**src/sv/sti_pkg.sv**
```systemverilog
`timescale 1ns / 1ps
package sti_pkg;

   localparam logic [1:0] OP_CLEAR  = 2'd0;
   localparam logic [1:0] OP_APPEND = 2'd1;
   localparam logic [1:0] OP_QUERY  = 2'd2;

   localparam logic [1:0] STS_OK      = 2'd0;
   localparam logic [1:0] STS_EMPTY   = 2'd1;
   localparam logic [1:0] STS_DIM_ERR = 2'd2;
   localparam logic [1:0] STS_FULL    = 2'd3;

   localparam logic [1:0] REG_DIM    = 2'd0;
   localparam logic [1:0] REG_INTERP = 2'd1;
   localparam logic [1:0] REG_EXTRAP = 2'd2;
   localparam logic [1:0] REG_TOL    = 2'd3;

   // 33 bits of |dt| with 16 bits of fraction shifted in below them in the dividend
   localparam int DIV_STEPS = 49;

   typedef enum logic [3:0] {
      S_IDLE, S_DECODE, S_SCAN_RD, S_SCAN_CHK, S_TOL, S_PREV_RD, S_PREV_CHK, S_DIV,
      S_ROW_RD, S_ROW_EMIT, S_LIN_RDA, S_LIN_RDB, S_LIN_DIFF, S_LIN_MUL_LO,
      S_LIN_MUL_HI, S_LIN_EMIT
   } state_type;

   typedef enum logic [2:0] {
      EMIT_NONE, EMIT_OP, EMIT_EMPTY, EMIT_ROW, EMIT_LIN
   } emit_type;

   typedef enum logic [1:0] {
      VS_ROW, VS_PREV, VS_CUR
   } vsel_type;

   typedef struct packed {
      logic     load;
      logic     exec_op;
      logic     i_clr;
      logic     i_inc;
      logic     t_rd_prev;
      logic     latch_ti;
      logic     set_row;
      logic     row_prev;
      vsel_type v_sel;
      logic     e_clr;
      logic     e_inc;
      logic     div_start;
      logic     div_step;
      logic     latch_a;
      logic     latch_d;
      logic     mul_lo;
      logic     mul_hi;
      emit_type emit;
   } cmd_type;

   typedef struct packed {
      logic [1:0] opcode;
      logic       count_zero;
      logic       time_lt;
      logic       past_last;
      logic       tol_hit;
      logic       i_zero;
      logic       interp;
      logic       extrap;
      logic       span_zero;
      logic       div_done;
      logic       e_last;
   } stat_type;

endpackage

```
**src/sv/sti_ctrl.sv**
```systemverilog
`timescale 1ns / 1ps
module sti_ctrl (
   input  logic             clock,
   input  logic             reset,
   input  logic             start,
   output logic             busy,
   input  sti_pkg::stat_type st,
   output sti_pkg::cmd_type  cmd
);
   sti_pkg::state_type state_ff, state_in;

   always_ff @(posedge clock) begin
      if (reset) begin
         state_ff <= sti_pkg::S_IDLE;
      end else begin
         state_ff <= state_in;
      end
   end

   assign busy = (state_ff != sti_pkg::S_IDLE);

   // next state
   always_comb begin
      state_in = state_ff;
      case (state_ff)
         sti_pkg::S_IDLE: begin
            if (start) state_in = sti_pkg::S_DECODE;
         end
         sti_pkg::S_DECODE: begin
            if (st.opcode == sti_pkg::OP_QUERY && !st.count_zero)
               state_in = sti_pkg::S_SCAN_RD;
            else
               state_in = sti_pkg::S_IDLE;
         end
         sti_pkg::S_SCAN_RD: state_in = sti_pkg::S_SCAN_CHK;
         sti_pkg::S_SCAN_CHK: begin
            if (!st.time_lt) state_in = sti_pkg::S_TOL;
            else if (!st.past_last) state_in = sti_pkg::S_SCAN_RD;
            else if (st.extrap) state_in = sti_pkg::S_ROW_RD;
            else state_in = sti_pkg::S_TOL;
         end
         sti_pkg::S_TOL: begin
            if (st.tol_hit || st.i_zero || !st.interp) state_in = sti_pkg::S_ROW_RD;
            else state_in = sti_pkg::S_PREV_RD;
         end
         sti_pkg::S_PREV_RD: state_in = sti_pkg::S_PREV_CHK;
         sti_pkg::S_PREV_CHK: begin
            if (st.span_zero) state_in = sti_pkg::S_ROW_RD;
            else state_in = sti_pkg::S_DIV;
         end
         sti_pkg::S_DIV: begin
            if (st.div_done) state_in = sti_pkg::S_LIN_RDA;
         end
         sti_pkg::S_ROW_RD: state_in = sti_pkg::S_ROW_EMIT;
         sti_pkg::S_ROW_EMIT: begin
            if (st.e_last) state_in = sti_pkg::S_IDLE;
            else state_in = sti_pkg::S_ROW_RD;
         end
         sti_pkg::S_LIN_RDA: state_in = sti_pkg::S_LIN_RDB;
         sti_pkg::S_LIN_RDB: state_in = sti_pkg::S_LIN_DIFF;
         sti_pkg::S_LIN_DIFF: state_in = sti_pkg::S_LIN_MUL_LO;
         sti_pkg::S_LIN_MUL_LO: state_in = sti_pkg::S_LIN_MUL_HI;
         sti_pkg::S_LIN_MUL_HI: state_in = sti_pkg::S_LIN_EMIT;
         sti_pkg::S_LIN_EMIT: begin
            if (st.e_last) state_in = sti_pkg::S_IDLE;
            else state_in = sti_pkg::S_LIN_RDA;
         end
         default: state_in = sti_pkg::S_IDLE;
      endcase
   end

   // commands
   always_comb begin
      cmd = '0;
      cmd.v_sel = sti_pkg::VS_ROW;
      cmd.emit = sti_pkg::EMIT_NONE;
      case (state_ff)
         sti_pkg::S_IDLE: cmd.load = start;
         sti_pkg::S_DECODE: begin
            cmd.exec_op = 1'b1;
            cmd.e_clr = 1'b1;
            cmd.i_clr = 1'b1;
            if (st.opcode == sti_pkg::OP_CLEAR || st.opcode == sti_pkg::OP_APPEND)
               cmd.emit = sti_pkg::EMIT_OP;
            else if (st.opcode == sti_pkg::OP_QUERY && st.count_zero)
               cmd.emit = sti_pkg::EMIT_EMPTY;
         end
         sti_pkg::S_SCAN_CHK: begin
            cmd.latch_ti = 1'b1;
            if (st.time_lt && !st.past_last) cmd.i_inc = 1'b1;
            if (st.time_lt && st.past_last && st.extrap) cmd.set_row = 1'b1;
         end
         sti_pkg::S_TOL: begin
            if (st.tol_hit || st.i_zero) begin
               cmd.set_row = 1'b1;
            end else if (!st.interp) begin
               cmd.set_row = 1'b1;
               cmd.row_prev = 1'b1;
            end
         end
         sti_pkg::S_PREV_RD: cmd.t_rd_prev = 1'b1;
         sti_pkg::S_PREV_CHK: begin
            if (st.span_zero) begin
               cmd.set_row = 1'b1;
               cmd.row_prev = 1'b1;
            end else begin
               cmd.div_start = 1'b1;
            end
         end
         sti_pkg::S_DIV: cmd.div_step = !st.div_done;
         sti_pkg::S_ROW_EMIT: begin
            cmd.emit = sti_pkg::EMIT_ROW;
            cmd.e_inc = 1'b1;
         end
         sti_pkg::S_LIN_RDA: cmd.v_sel = sti_pkg::VS_PREV;
         sti_pkg::S_LIN_RDB: begin
            cmd.latch_a = 1'b1;
            cmd.v_sel = sti_pkg::VS_CUR;
         end
         sti_pkg::S_LIN_DIFF: cmd.latch_d = 1'b1;
         sti_pkg::S_LIN_MUL_LO: cmd.mul_lo = 1'b1;
         sti_pkg::S_LIN_MUL_HI: cmd.mul_hi = 1'b1;
         sti_pkg::S_LIN_EMIT: begin
            cmd.emit = sti_pkg::EMIT_LIN;
            cmd.e_inc = 1'b1;
         end
         default: cmd.load = 1'b0;
      endcase
   end
endmodule

```
**config.mk**
```make
export PLATFORM = sky130hd
export DESIGN_NAME = sti_ctrl
export DESIGN_NICKNAME = d
export VERILOG_FILES = /design/src/sv/sti_pkg.sv /design/src/sv/sti_ctrl.sv
export SDC_FILE = /design/constraint.sdc
export NUM_CORES = 1
export LEC_CHECK = 0
export BUFFER_PORTS_ARGS = -buffer_cell sky130_fd_sc_hd__buf_2
export CORE_AREA = 2 2 39 41
export DETAILED_ROUTE_END_ITERATION = 12
export DIE_AREA = 0 0 41 43
export GPL_ROUTABILITY_DRIVEN = 1
export GPL_TIMING_DRIVEN = 0
export PLACE_DENSITY_LB_ADDON = 0.08
export SYNTH_ARGS = -nofsm -noshare
export SYNTH_HDL_FRONTEND = slang
export SYNTH_SLANG_ARGS = --single-unit
```
**constraint.sdc**
```tcl
create_clock -name clock -period 2.5 [get_ports clock]
set_input_delay 0.5 -clock clock [delete_from_list [all_inputs] [get_ports clock]]
set_output_delay 0.5 -clock clock [all_outputs]
set_load 0.1 [all_outputs]
```
# --- Word-level counts from Yosys, hierarchy flattened ---
# Cells that the tools add are included.
classes:
  reduce_logical: 17
  n_eq_ne: 19
  muxes: 37
op_table:
  columns: ["operator", "count"]
  rows:
  - ["$pmux 4 s16", 1]
  - ["$mux 4", 9]
  - ["$eq 4x4->1 const B", 8]
  - ["$mux 1", 17]
  - ["$eq 4x3->1 const B", 4]
  - ["$mux 2", 5]
  - ["$pmux 3 s3", 1]
  - ["$eq 4x2->1 const B", 2]
  - ["$logic_and 1x1->1", 5]
  - ["$eq 4x1->1 const B", 1]
  - ["$logic_not 1->1", 4]
  - ["$logic_not 4->1", 1]
  - ["$ne 2x2->1 const B", 2]
  - ["$pmux 2 s2", 1]
  - ["$reduce_bool 4->1", 1]
  - ["$logic_or 1x1->1", 3]
  - ["$mux 3", 1]
  - ["$pmux 1 s3", 1]
  - ["$eq 2x1->1 const B", 1]
  - ["$eq 2x2->1 const B", 1]
  - ["$logic_not 2->1", 1]
  - ["$pmux 1 s2", 1]
  - ["$reduce_and 2->1", 1]
  - ["$reduce_or 2->1", 1]
totals:
  wordCells: 74
  inputBits: 15
  output_inout_bits: 22
  register_bits: 4

# --- Logic depth before layout (Yosys ltp) ---
# Gate-level depths: netlist of the first run.
logic_depth:
  word_depth: 5
  ltp_mapped: 5

# --- Worst setup path before layout of the first run ---
# Ideal clock, no wire load.
synth_timing:
  path_kind: "register -> output"
  start: "register state_ff[3]"
  end: "output port cmd[8] (netlist name)"
  arrival_time_ps: 3420
  path_buffers: 1
  path_stages_with_launch: 3
  path_slack_ps: -1420
  path_cell_list: "dfxtp_1 buf_2 nor4_1"
synth_lines:
  columns: ["item", "line", "rtl"]
  rows:
  - ["from (decl)", "sti_ctrl.sv:10", "sti_pkg::state_type state_ff, state_in;"]
  - ["from (signal assigned)", "sti_ctrl.sv:14", "state_ff <= sti_pkg::S_IDLE;"]
  - ["from (signal assigned)", "sti_ctrl.sv:16", "state_ff <= state_in;"]
  - ["to (decl)", "sti_ctrl.sv:8", "output sti_pkg::cmd_type cmd"]

==> metrics.yaml, run 1 <==
synth:
  synth-seq-cells: 4
  synth_async_sr_flop_share_pct: 0
  mappedNetlistArea_um2: 523.0
  synth_warnings: 0
  synth-edff-count: 0
  synthDistinctLibCells: 31
  synth.avg_cell_area_um2: 6.882
  seq_total_area_yosys_pct: 15.31
  post_synth_inst_count: 76
  most_used_dff_post_synth: "dfxtp_1"
  synth_fp_nets: 91
critical_path:
  critical-path-top-delay-family: "buffers and inverters"
  critical_path.max_stage_delay_ps: 410
  worst_reg_to_reg_setup_slack_ps: 1170
  critical_path_s_slowest_cell: "buf_2"
  worstPathBufferInverterCount: 3
  cp-end-kind: "primary output"
  worstPathRequired_ps: 2000
  worstSetupPathType: "reg -> out"
  worstRegToRegCells: 5
  critical_path_arrival_ps: 1890
  crit-reg2reg-launch: "state_ff[1]"
  critical_path.reg2reg.endpoint: "state_ff[0]"
  timing.critical_path.fanout_max: 9
  timing.critical_path.cells: "buf_4 > nor2_1 > inv_1 > a2bb2o_1 > buf_2"
  crit_path_start_kind: "flip-flop"
cells_and_area:
  finish.instance_area_um2: 779.5
  finish.utilization_pct: 56.33
  reg.largest.list: "state_ff (4)"
  multi_input_area_um2: 406.6
  num_antenna_cells: 0
  layout-drive-gt1-share_pct: 50.43
  largest_register_ffs: 4
  registers.top_by_ff_count: "state_ff"
  final_nets: 132
  final_cell_count_no_fill: 131
  nFillCells: 141
  seqCellArea_um2: 80.08
  synthToLayoutAreaGrowth_pct: 49.04
route:
  detailroute.via_count: 692
  detail_route.wirelength_um: 1630
  detail_route.iter0.violations: 21
  via_cell_ratio: 5.282
  route.detailed.wl_per_inst_um: 12.44
  first_pass_iters: 4
  drcViolationCount: 0
  antenna_left: 0
timing:
  grt_setup_unrepaired: "no"
  hold_ws_ps: 486.8
  hold_viol_final: 0
  setup_total_negative_slack_ps: 0
  timing_worst_slew_pin_value_ps: 485.5
  setup_violations: 0
  final.setup_skew_ps: 0.2612
  period_share_pct: 95.52
  slew_violations: 0
  fmax_mhz: 418.8
  layout_min_cycle_time_ps: 2388
  timing.max_slew.rel_slack_pct: 67.85
floorplan:
  die_area_um2: 1763
  die-width_um: 41
  row_count: 14
  initial_utilization_pct: 37.79
  dieHeight_um: 43
  design.core.area_um2: 1384
  top_level_ports: 37
worst_hold_path:
  holdPathStages: 2
  timing.hold.worst.class: "in -> reg"
  timing.hold.worst_endpoint: "state_ff[0]"
  hold_path.startpoint: "reset"
clocking:
  numCtsBuffers: 3
  post-cts-setup-buffers: 0
  cts.hold.buffers_added: 0
  cts_tree: "yes"
  post_cts_resized: 0
  clock_tree.buffer_depth: 2
  cts_max_level: 1
  cts_root_buf: "clkbuf_4"
  clock_insertion_delay_worst_skew_ps: 230
  path_clk_slew_ps: 40
  clock-sinks: 4
grt:
  grt_remaining_overflow: 0
  global_route.usage.total_pct: 21.46
  via_count_of_the_first_global_routing_pass: 633
  wire_length_of_the_first_global_routing_pass_um: 2642
  maximum_number_of_pins_on_one_net_before_global_route_repair: 11
  grt_antenna_before_repair: 0
placed_design:
  numPlacedInstances: 128
  placed_area_um2: 757.0
  finalWeightedCongestion: 0.8689
  place.detailed.hpwl_um: 1341
  placement.io_buffers: 36
power_and_ir_drop:
  power_leakage_nw: 0.4260
  pwr_density_cell_nw_per_um2: 362.9
  vdd_drop_max_mv: 0.3438
flow_run:
  max_cap_violations: 0
run_status:
  run_status: "finished clean"
where the power goes:
part	internal, mW	leakage, nW	switching (mW)
Clock	0.0536	0.0138	0.0251
Combinational	0.0312	0.380	0.104
Sequential	0.0662	0.0325	0.00273
Total	0.151	0.426	0.132
synthesized netlist by cell type (2+ instances only):
library cell | n | area share (%)
nor3_1 | 2 | 1.9
dfxtp_1 | 4 | 15
o21ai_0 | 2 | 1.9
and3_1 | 2 | 2.4
nand3_1 | 2 | 1.9
inv_1 | 5 | 3.6
buf_2 | 2 | 1.9
nand2_1 | 6 | 4.3
a211oi_1 | 3 | 4.3
nand2b_1 | 4 | 4.8
nor2_1 | 14 | 10
buf_4 | 4 | 5.7
a31oi_1 | 4 | 4.8
nor2b_1 | 3 | 3.6
a21oi_1 | 3 | 2.9
placed cells by master, fill, tap and decap left out, types with 2 or more instances in the layout:
master and instances:
inv_1 5, a211oi_2 2, dfxtp_1 4, a211oi_1 2, nand3_1 2, nor2b_1 3
buf_4 4, nor2_1 12, buf_2 38, clkbuf_4 3, nand2_1 6, a31oi_1 4
a21oi_1 2, nand2b_1 4, and3_1 2
how the worst max path moves through the flow:
stage | startpoint | end | cells past startpoint
2_1_floorplan | state_ff[0] | cmd[8] | 2
3_5_place_dp | state_ff[1] | cmd[1] | 5
4_1_cts | state_ff[1] | cmd[1] | 5
3_3_place_gp | state_ff[1] | cmd[1] | 5
6_report | state_ff[1] | cmd[1] | 5
5_1_grt | state_ff[1] | cmd[1] | 5
layout make-up:
cell class,count,area share (%)
timing repair buffer,36,23.11
clock buffer,3,2.889
multi-input combinational,60,52.17
sequential,4,10.27
buffer,7,6.581
tap,16,2.568
inverter,5,2.408
logic make-up (layout without fill, tap and decap cells):
| logic type | count (synthesis) | in the layout | share of synthesized area, % |
|---|---|---|---|
| and+or+nand+nor | 41 | 41 | 42.11 |
| muxes | 1 | 1 | 1.914 |
| DFF | 4 | 4 | 15.31 |
| buffers and inverters | 12 | 51 | 13.40 |
| AOI/OAI and AO/OA | 18 | 18 | 27.27 |
worst reg2reg max path, stage by stage (launching register included):
cell and delay, ps:
dfxtp_1 290, buf_4 160, nand2b_1 210, nor3_1 240, a21oi_1 160, a211oi_2 190
per-stage QoR:
stage / setup WS (ps) / power (mW)
floorplan: -243.3 / 0.1756
global placement: 374.1 / 0.2042
detailed placement: 391.6 / 0.2050
CTS: 127.9 / 0.2883
global route: 28.63 / 0.3013
finish: 112.0 / 0.2829
per-layer routing:
| layer | vias to the layer above | wire [µm] | GRT usage [%] |
|---|---|---|---|
| met5 | - | 0 | 0 |
| met2 | 33 | 804 | 35.00 |
| li1 | 350 | - | - |
| met4 | 0 | 0 | 4.000 |
| met3 | 0 | 120 | 6.283 |
| met1 | 309 | 706 | 26.92 |
(Power assumes the default switching activity.)
==> inputs of run 2 (changes only) <==
--- a/config.mk
+++ b/config.mk
@@ -5,10 +5,11 @@
 export SDC_FILE = /design/constraint.sdc
 export NUM_CORES = 1
 export LEC_CHECK = 0
+export ABC_AREA = 1
 export BUFFER_PORTS_ARGS = -buffer_cell sky130_fd_sc_hd__buf_2
-export CORE_AREA = 2 2 39 41
+export CORE_MARGIN = 1
+export CORE_UTILIZATION = 44
 export DETAILED_ROUTE_END_ITERATION = 12
-export DIE_AREA = 0 0 41 43
 export GPL_ROUTABILITY_DRIVEN = 1
 export GPL_TIMING_DRIVEN = 0
 export PLACE_DENSITY_LB_ADDON = 0.08
==> metrics.yaml, run 2 <==
run_status:
  run_status: "finished clean"
synth:
  seq_total_area_yosys_pct: 13.62  # -1.7 points
  synth.largest_area_cell: "nand2_1"
  synth-edff-count: 0  # unchanged
  most_used_dff_post_synth: "dfxtp_1"
  synth.top_cells.by_count: "nand2_1, inv_1, nor2_1, nand3_1, inv_2"
  synth.avg_cell_area_um2: 5.346  # -22%
  synth.most_common_cell: "nand2_1"
  synth-seq-cells: 4  # unchanged
  synthDistinctLibCells: 18  # -42%
  synth_warnings: 0  # unchanged
  post_synth_inst_count: 110  # +45%
  synth_fp_nets: 125  # +37%
  mappedNetlistArea_um2: 588.1  # +12%
  synth_async_sr_flop_share_pct: 0  # unchanged
  largest_cells_by_area_after_synthesis: "nand2_1, inv_1, dfxtp_1, nor2_1, nor2_4"
  synth.top_cell.area_share_pct: 16.60  # +1.3 points
power_and_ir_drop:
  pwr_density_cell_nw_per_um2: 356.4  # -1.8%
  power_leakage_nw: 0.5947  # +40%
  vdd_drop_max_mv: 0.3772  # +9.7%
  fin_total_pwr_uw: 300.1  # +6.1%
grt:
  global_route.usage.total_pct: 22.85  # +1.4 points
  grt_remaining_overflow: 0  # unchanged
  grt_antenna_before_repair: 0  # unchanged
  maximum_number_of_pins_on_one_net_before_global_route_repair: 8  # -3
  wire_length_of_the_first_global_routing_pass_um: 2290  # -13%
  via_count_of_the_first_global_routing_pass: 634  # +0.16%
critical_path:
  crit_path_start_kind: "flip-flop"
  worstSetupPathType: "reg -> out"
  timing.critical_path.fanout_max: 7  # -2
  critical_path_arrival_ps: 1730  # -160 ps
  worstPathRequired_ps: 2000  # about the same
  cp-end-kind: "primary output"
floorplan:
  die_area_um2: 1487  # -16%
  initial_utilization_pct: 50.21  # +12 points
  dieHeight_um: 38.56  # -10%
  die-width_um: 38.56  # -6.0%
  design.core.area_um2: 1171  # -15%
  row_count: 12  # -2
  top_level_ports: 37  # unchanged
clocking:
  path_clk_slew_ps: 40  # about the same
  clock-sinks: 4  # unchanged
  cts_root_buf: "clkbuf_4"
  cts.hold.buffers_added: 0  # unchanged
  numCtsBuffers: 3  # unchanged
  post_cts_resized: 0  # unchanged
  clock_insertion_delay_worst_skew_ps: 240  # about the same
  post-cts-setup-buffers: 0  # unchanged
  clock_tree.buffer_depth: 2  # unchanged
  cts_tree: "yes"
  cts_max_level: 1  # unchanged
cells_and_area:
  finish.instance_area_um2: 842.1  # +8.0%
  most_common_cell_after_layout_fill_and_taps_aside: "buf_2"
  reg.largest.list: "state_ff (4)"
  layout-drive-gt1-share_pct: 44.30  # -6.1 points
  final_nets: 166  # +26%
  num_antenna_cells: 0  # unchanged
  largest_register_ffs: 4  # unchanged
  synthToLayoutAreaGrowth_pct: 43.19
  nFillCells: 121  # -14%
  finish.utilization_pct: 71.90  # +16 points
  registers.top_by_ff_count: "state_ff"
  layout.cells.most_common_list: "buf_2, nand2_1, inv_1"
placed_design:
  placed_area_um2: 819.5  # +8.3%
  place.detailed.hpwl_um: 1314  # -2.0%
  finalWeightedCongestion: 0.8622  # -0.77%
  placement.io_buffers: 36  # unchanged
timing:
  period_share_pct: 89.08  # -6.4 points
  timing.max_slew.rel_slack_pct: 67.49  # -0.37 points
  setup_violations: 0  # unchanged
  slew_violations: 0  # unchanged
  final.setup_skew_ps: 0.5445  # +0.2833 ps
  setup_total_negative_slack_ps: 0  # unchanged
  layout_min_cycle_time_ps: 2227  # -160.9 ps
  timing_worst_slew_pin_value_ps: 491.0  # +5.514 ps
  fmax_mhz: 449.0  # +7.2%
  grt_setup_unrepaired: "no"
  hold_ws_ps: 458.5  # -28.25 ps
  hold_viol_final: 0  # unchanged
route:
  via_cell_ratio: 4.656  # -12%
  drcViolationCount: 0  # unchanged
  first_pass_iters: 4  # unchanged
  antenna_left: 0  # unchanged
  detail_route.iter0.violations: 15  # -29%
  detailroute.via_count: 759  # +9.7%
  route.detailed.wl_per_inst_um: 9.337  # -25%
  detail_route.wirelength_um: 1522  # -6.6%
flow_run:
  max_cap_violations: 0  # unchanged
worst_hold_path:
  timing.hold.worst.class: "in -> reg"
[run 2: changes by cell type after synthesis, sizes merged, moves of 3 or more]
cell	change
buf	-4
a211oi	-4
nand2b	-4
nand2	+22
nor2	+14
nor2b	-3
a31oi	-4
inv	+23
nand3	+7
[run 2: logic make-up after synthesis]
logic type      Yosys count  share of synthesized area, %
simple gates             69                         58.94
buf+inv                  31                         21.70
compound gates            6                         5.744
flops                     4                         13.62
[run 2: path summary, 6_finish.rpt]
check	start	to	cells past startpoint	slack, ps
max	state_ff[2]	cmd[13]	5	270
min	reset	state_ff[3]	2	460
max reg2reg	state_ff[2]	state_ff[2]	8	1230
min reg2reg	state_ff[0]	state_ff[0]	3	700
[run 2: area by class of cell]
class | instances | area, µm² | share of cell area [%]
inverters | 28 | 105.1 | 12.48
repair buffers | 36 | 180.2 | 21.40
multi-input cells | 75 | 412.9 | 49.03
flip-flops and latches | 4 | 81.33 | 9.658
clock buffers | 3 | 22.52 | 2.675
well taps | 14 | 17.52 | 2.080
plain buffers | 3 | 22.52 | 2.675
[run 2: worst max-delay path: stages, from the launching register on]
cell	delay, ps
dfxtp_1	410
inv_2	90
nor2_4	180
nand2_1	140
o41ai_2	200
buf_2	470
[run 2: report_power, final]
group	internal (mW)	switching (mW)	total, mW
Sequential	0.0669	0.00560	0.0725
Clock	0.0537	0.0263	0.0800
Combinational	0.0318	0.116	0.148
[run 2: per-layer routing]
layer	routed length, µm	vias to the layer above	part of all wire, %	GRT usage (%)
li1	-	403	-	-
met1	595	323	39	21.53
met2	796	31	52	42.08
met3	122	2	8.0	4.651
met4	8	0	0.53	17.24
met5	0	-	0	0
[run 2: metrics by stage]
stage	instances	setup slack [ps]
finish	163	272.9
global route	163	182.8
global placement	160	550.2
floorplan	110	-725.3
detailed placement	160	522.0
CTS	163	266.9
